## config.mk

```make
export PLATFORM = sky130hd
export DESIGN_NAME = strobed_controller_shift_ports
export DESIGN_NICKNAME = d
export VERILOG_FILES = /design/src/rtl/scp_pkg.sv /design/src/rtl/scp_core.sv /design/src/rtl/strobed_controller_shift_ports.sv
export SDC_FILE = /design/constraint.sdc
export NUM_CORES = 1
export LEC_CHECK = 0
export BUFFER_PORTS_ARGS = -buffer_cell sky130_fd_sc_hd__buf_4
export CAP_MARGIN = 15
export CELL_PAD_IN_SITES_DETAIL_PLACEMENT = 1
export CELL_PAD_IN_SITES_GLOBAL_PLACEMENT = 2
export CORE_MARGIN = 2
export CORE_UTILIZATION = 35
export DETAILED_ROUTE_END_ITERATION = 6
export HOLD_SLACK_MARGIN = 0.02
export MAX_ROUTING_LAYER = met4
export PLACE_DENSITY = 0.86
export SETUP_SLACK_MARGIN = 0.1
export SLEW_MARGIN = 10
export SYNTH_ARGS = -nofsm -noshare
export SYNTH_HDL_FRONTEND = slang
export SYNTH_SLANG_ARGS = --single-unit
```

## constraint.sdc

```tcl
create_clock -name clk -period 2.5 [get_ports clk]
set_input_delay 0.5 -clock clk [delete_from_list [all_inputs] [get_ports clk]]
set_output_delay 0.5 -clock clk [all_outputs]
set_load 0.02 [all_outputs]
```

## src/rtl/scp_pkg.sv

```systemverilog
// ----------------------------------------------------------------------------
// scp_pkg
// Types and constants shared by the controller shift port block.
// ----------------------------------------------------------------------------
`timescale 1ns / 1ps

package scp_pkg;

  localparam int SHIFT_LENGTH_DEFAULT = 24;
  localparam int INDEX_WIDTH          = 5;

  localparam logic [1:0] KIND_READ  = 2'd0;
  localparam logic [1:0] KIND_WRITE = 2'd1;
  localparam logic [1:0] KIND_SET   = 2'd2;

  localparam logic [15:0] PORT_ONE_ADDR = 16'h4016;
  localparam logic [15:0] PORT_TWO_ADDR = 16'h4017;
  localparam logic [7:0]  OPEN_BUS_BITS = 8'h40;
  localparam logic [7:0]  STROBE_ON     = 8'h01;

  localparam int SIG_PORT_ONE   = 19;
  localparam int SIG_PORT_TWO   = 18;
  localparam int HIGH_PAD_SHIFT = 8;

  localparam logic [2:0] PAD_ONE   = 3'd1;
  localparam logic [2:0] PAD_TWO   = 3'd2;
  localparam logic [2:0] PAD_THREE = 3'd3;
  localparam logic [2:0] PAD_FOUR  = 3'd4;

  typedef struct packed {
    logic [1:0]  kind;
    logic [15:0] address;
    logic [7:0]  write_data;
    logic [2:0]  controller_number;
    logic [7:0]  buttons;
  } item_t;

  typedef struct packed {
    logic [7:0] read_data;
    logic       address_error;
  } result_t;

endpackage

```

## src/rtl/scp_core.sv

```systemverilog
// ----------------------------------------------------------------------------
// scp_core
// Port images, read indices and strobe; executes one item per cycle.
// ----------------------------------------------------------------------------
`timescale 1ns / 1ps

module scp_core #(
  parameter int SHIFT_LENGTH = scp_pkg::SHIFT_LENGTH_DEFAULT
) (
  input  logic             clk,
  input  logic             rst,
  input  logic             go,
  input  scp_pkg::item_t   item,
  output logic             result_valid,
  output scp_pkg::result_t result
);
  import scp_pkg::*;

  localparam int IW = INDEX_WIDTH;
  localparam int BW = $clog2(SHIFT_LENGTH);

  logic [SHIFT_LENGTH-1:0] port_one_bits, port_one_bits_next;
  logic [SHIFT_LENGTH-1:0] port_two_bits, port_two_bits_next;
  logic [IW-1:0]           port_one_index, port_one_index_next;
  logic [IW-1:0]           port_two_index, port_two_index_next;
  logic [7:0]              strobe_value, strobe_value_next;

  logic                    strobed;
  logic [IW-1:0]           one_pos, two_pos;

  assign strobed = (strobe_value == STROBE_ON);
  assign one_pos = (32'(port_one_index) >= SHIFT_LENGTH) ? '0 : port_one_index;
  assign two_pos = (32'(port_two_index) >= SHIFT_LENGTH) ? '0 : port_two_index;

  always_comb begin
    port_one_bits_next  = port_one_bits;
    port_two_bits_next  = port_two_bits;
    port_one_index_next = port_one_index;
    port_two_index_next = port_two_index;
    strobe_value_next   = strobe_value;
    result_valid        = 1'b0;
    result              = '0;
    if (go) begin
      unique case (item.kind)
        KIND_READ: begin
          result_valid = 1'b1;
          if (item.address == PORT_ONE_ADDR) begin
            if (strobed) begin
              result.read_data = OPEN_BUS_BITS | {7'd0, port_one_bits[0]};
            end else begin
              result.read_data = OPEN_BUS_BITS | {7'd0, port_one_bits[one_pos[BW-1:0]]};
              port_one_index_next = one_pos + IW'(1);
            end
          end else if (item.address == PORT_TWO_ADDR) begin
            if (strobed) begin
              result.read_data = OPEN_BUS_BITS | {7'd0, port_two_bits[0]};
            end else begin
              result.read_data = OPEN_BUS_BITS | {7'd0, port_two_bits[two_pos[BW-1:0]]};
              port_two_index_next = two_pos + IW'(1);
            end
          end else begin
            result.address_error = 1'b1;
          end
        end
        KIND_WRITE: begin
          if (strobed && item.write_data == 8'd0) begin
            port_one_index_next = '0;
            port_two_index_next = '0;
          end
          strobe_value_next = item.write_data;
        end
        KIND_SET: begin
          unique case (item.controller_number)
            PAD_ONE: begin
              port_one_bits_next[7:0]          = item.buttons;
              port_one_bits_next[SIG_PORT_ONE] = 1'b1;
            end
            PAD_TWO: begin
              port_two_bits_next[7:0]          = item.buttons;
              port_two_bits_next[SIG_PORT_TWO] = 1'b1;
            end
            PAD_THREE: port_one_bits_next[HIGH_PAD_SHIFT +: 8] = item.buttons;
            PAD_FOUR:  port_two_bits_next[HIGH_PAD_SHIFT +: 8] = item.buttons;
            default: ;
          endcase
        end
        default: ;
      endcase
    end
  end

  always_ff @(posedge clk) begin
    if (rst) begin
      port_one_bits  <= '0;
      port_two_bits  <= '0;
      port_one_index <= '0;
      port_two_index <= '0;
      strobe_value   <= '0;
    end else begin
      port_one_bits  <= port_one_bits_next;
      port_two_bits  <= port_two_bits_next;
      port_one_index <= port_one_index_next;
      port_two_index <= port_two_index_next;
      strobe_value   <= strobe_value_next;
    end
  end

endmodule

```

## src/rtl/strobed_controller_shift_ports.sv

```systemverilog
// ----------------------------------------------------------------------------
// strobed_controller_shift_ports
// Two serial controller ports with a four-player adapter.
//
// Input channel item_valid / item_stall / item carries bus reads, bus writes
// and controller button loads. Output channel result_valid / result_stall /
// result carries one item for each bus read; writes and loads give none.
// An accepted item is held in an input register and executed against the
// port state once the skid register is empty; its result lands in the
// output register, or in the skid register if the output is stalled. One
// item per cycle is sustained while the output is not stalled. When the
// receiver stalls, one more result is parked in the skid register; item_stall
// rises only while that skid register is full and an item waits in the
// input register. Reset clears both port images, both read indices, the
// strobe and all valid flags.
// ----------------------------------------------------------------------------
`timescale 1ns / 1ps

module strobed_controller_shift_ports #(
  parameter int SHIFT_LENGTH = scp_pkg::SHIFT_LENGTH_DEFAULT
) (
  input  logic             clk,
  input  logic             rst,
  input  logic             item_valid,
  output logic             item_stall,
  input  scp_pkg::item_t   item,
  output logic             result_valid,
  input  logic             result_stall,
  output scp_pkg::result_t result
);
  import scp_pkg::*;

  logic    held_valid;
  item_t   held;
  logic    skid_valid;
  result_t skid;
  logic    go;
  logic    take;
  logic    new_valid;
  result_t new_result;

  assign item_stall = held_valid && skid_valid;
  assign go         = held_valid && !skid_valid;
  assign take       = result_valid && !result_stall;

  scp_core #(
    .SHIFT_LENGTH(SHIFT_LENGTH)
  ) u_core (
    .clk          (clk),
    .rst          (rst),
    .go           (go),
    .item         (held),
    .result_valid (new_valid),
    .result       (new_result)
  );

  always_ff @(posedge clk) begin
    if (rst) begin
      held_valid <= 1'b0;
    end else if (item_valid && !item_stall) begin
      held_valid <= 1'b1;
    end else if (go) begin
      held_valid <= 1'b0;
    end
  end

  always_ff @(posedge clk) begin
    if (item_valid && !item_stall) begin
      held <= item;
    end
  end

  always_ff @(posedge clk) begin
    if (rst) begin
      result_valid <= 1'b0;
      skid_valid   <= 1'b0;
    end else if (skid_valid) begin
      if (take) begin
        result     <= skid;
        skid_valid <= 1'b0;
      end
    end else if (new_valid) begin
      if (!result_valid || take) begin
        result       <= new_result;
        result_valid <= 1'b1;
      end else begin
        skid       <= new_result;
        skid_valid <= 1'b1;
      end
    end else if (take) begin
      result_valid <= 1'b0;
    end
  end

endmodule
```

==> results.cfg <==
[power]
power_mw = 3.18
p_leak_nw = 1.88
power_density_mw_per_mm2 = 633
vdd_drop_max_mv = 0.390

[place]
dpl-instance-area_mm2 = 0.00474
dp_slack_ns = 0.193
gp_congestion = 0.761
io_buffers = 45
dp.final_hpwl_um = 6580
dp_cells = 553

[clock_tree]
cts.sinks = 98
htreeDepth = 3
cts_tree = built
clk-insertion-delay-late_ns = 0.35
cts-root-buf = clkbuf_16
cts_buffers = 9
clkTransAtPathRegs_ns = 0.07
post-cts-setup-buffers = 0
cts_buffer_depth = 2

[layout]
instances_no_fill = 569
antenna_cells = 0
layout_common_cells = nor2_1, dfxtp_1, buf_4
drive_above_1_share_pct = 22.0
layout_commonest_cell = nor2_1
area_growth_syn_to_layout_pct = 17.6
final_area_mm2 = 0.00502
nets = 460

[route]
drc = 0
met1_length_um = 4330
route.met3.wl_um = 249
wire_per_inst_um = 16.5
drtPass1Iterations = 4
wl_met2_um = 4620
vias = 2959
antenna_left = 0
highest_layer = met4
drt_iter0_markers = 99
routed_via_density = 5.20
wirelength_um = 9400

[worst_setup_path]
r2r_slack_ns = 0.20
arrival_ns = 2.38
crit_required_ns = 2.59
path_max_fanout = 10
start_kind = flip-flop
rr_worst_depth = 6
endpoint_kind = flip-flop
path_class = flip-flop to flip-flop
timing.rr.start = u_core.port_two_index[4]$_SDFFE_PP0P_
worstReg2RegEnd = skid[1]$_DFFE_PP_

[floorplan]
rows = 40
die_w_um = 114
pin_count = 52
design.core.area_mm2 = 0.0120
start_util_pct = 35.7
fp.dieArea_mm2 = 0.0131
die_h_um = 114

[min_path]
holdPathStages = 1
min_to = held[25]$_DFFE_PP_
holdCritStartpoint = item[25]
holdCritPathClass = input pin to flip-flop

[global_routing]
grt_first_pass_wirelength_um = 15500
gr-total-overflow = 0
grt_max_degree = 60
grt_use_total_pct = 15.8
grt_antenna_before_repair = 0
grt_pass1_vias = 3041

[outcome]
status = finished clean

[sta]
worstMarginPinSlew_ns = 0.623
fin_crit_sh_pct = 91.8
grt_setup_unrepaired = yes
fmax_ghz = 0.436
worst_slack_ns = 0.204
hold_viol = 0
setup-tns-final_ns = 0
finalSetupViolations = 0
relSlewSlack_pct = 58.4
fin_skew_ns = 0.00880
drv_slew = 0
timing.final.crit_period_ns = 2.30

[synth]
syn_inst = 373
synth_ff_type = dfxtp_1
async_flop_share_pct = 0
synth_edf_count = 43
ys_ff_latch = 98
yosysWarnings = 0
seq_area_frac_synth_pct = 56.1
syn_area_mm2 = 0.00427
avgSynthCellArea_um2 = 11.4
ys_types = 58

[job]
maxCapViolCount = 0
-- kinds of logic (layout without fill, tap and decap cells) --
logic type	count (synthesis)	count (layout)	synth area share [%]
simple gates	140	140	18.5
flops	98	98	56.1
mux	52	52	13.1
compound gates	49	49	7.89
buf+inv	29	73	3.34
fa+ha+maj	2	2	0.586
xor+xnor	2	2	0.411
other cells	1	6	0.0879
-- flip-flops by register name, indices dropped and copies added (netlist names) --
signal / count
held_valid: 1
result_valid: 1
u_core.strobe_value: 8
u_core.port_one_bits: 17
skid_valid: 1
result: 3
u_core.port_one_index: 5
u_core.port_two_index: 5
skid: 3
held: 37
u_core.port_two_bits: 17
-- area by class of cell --
type | instances | area, um^2
clock buffer | 9 | 225
clock inverter | 7 | 45.0
fill | 1297 | 6940
inverter | 6 | 22.5
multi-input combinational | 251 | 1760
sequential | 98 | 2390
tap | 147 | 184
timing repair buffer | 51 | 383
-- how the worst max path moves through the flow --
stage	slack, ns	from	cells after the start	end
after floorplan	0.48	skid_valid$_SDFF_PP0_	2	held[0]$_DFFE_PP_
after global placement	0.22	u_core.port_two_index[0]$_SDFFE_PP0P_	5	skid[1]$_DFFE_PP_
after detailed placement	0.19	u_core.port_two_index[3]$_SDFFE_PP0P_	6	skid[1]$_DFFE_PP_
after CTS	0.17	u_core.port_two_index[3]$_SDFFE_PP0P_	6	skid[1]$_DFFE_PP_
after global routing	0.09	u_core.port_two_index[4]$_SDFFE_PP0P_	6	skid[1]$_DFFE_PP_
final	0.20	u_core.port_two_index[4]$_SDFFE_PP0P_	6	skid[1]$_DFFE_PP_
-- timing repair --
| action | in CTS | in global routing |
|---|---|---|
| resized for setup | 0 | 4 |
| hold buffers | 0 | 0 |
| hold endpoints to repair | 0 | 0 |
| setup endpoints to repair | 0 | 4 |
-- synth_stat cells, types with 2 or more instances --
master    number  area [um^2]
or4_1          4         30.0
and3_1         2         12.5
nand2_1       17         63.8
a21oi_1       11         55.1
nor2_1        60          225
a21o_1         3         22.5
a221oi_1       2         17.5
dfxtp_1       55         1100
nor4b_2        2         30.0
mux4_1         2         52.6
mux2i_1       45          450
clkbuf_1      13         48.8
nand4_1        4         25.0
xnor2_1        2         17.5
nor2b_1        4         25.0
or3b_2         2         17.5
a311o_1        3         30.0
nor3b_1        5         37.5
or4b_1         2         20.0
a21boi_0       2         15.0
mux2_2         5         56.3
o21ai_0       13         65.1
a32oi_1        2         17.5
nand3_1        9         45.0
nor2_4         2         22.5
nand2b_1       5         31.3
nor4_1         5         31.3
buf_2          2         10.0
edfxtp_1      43         1290
a22oi_1        4         30.0
nand3_2        2         20.0
buf_4          6         45.0
nor4b_1        2         17.5
inv_1          6         22.5
ha_1           2         25.0
and2_1         3         18.8
-- through the flow --
stage | utilization (%) | hold slack (ns)
final | 41.9 | 0.327
after global routing | 41.9 | 0.316
after CTS | 41.9 | 0.319
after detailed placement | 39.6 | 0.484
after global placement | 39.6 | 0.464
after floorplan | - | 0.440
-- worst max-delay path, stage by stage (launching register included) --
cell      delay [ns]
dfxtp_1         0.50
a21boi_0        0.16
mux4_1          0.51
mux2_2          0.28
a211oi_1        0.36
or4b_1          0.18
a21oi_1         0.05
-- routing by layer --
metal,GRT usage [%],up-vias
met5,-,-
met4,6.18,0
met3,3.23,20
met2,25.4,42
met1,19.4,1447
li1,-,1450
-- power by group --
| part | switching (mW) | internal (mW) |
|---|---|---|
| sequential | 0.0380 | 1.72 |
| combinational | 0.0785 | 0.0698 |
| clock | 0.601 | 0.671 |
| total | 0.718 | 2.46 |
Note: power is estimated with default switching activity, not from simulation.
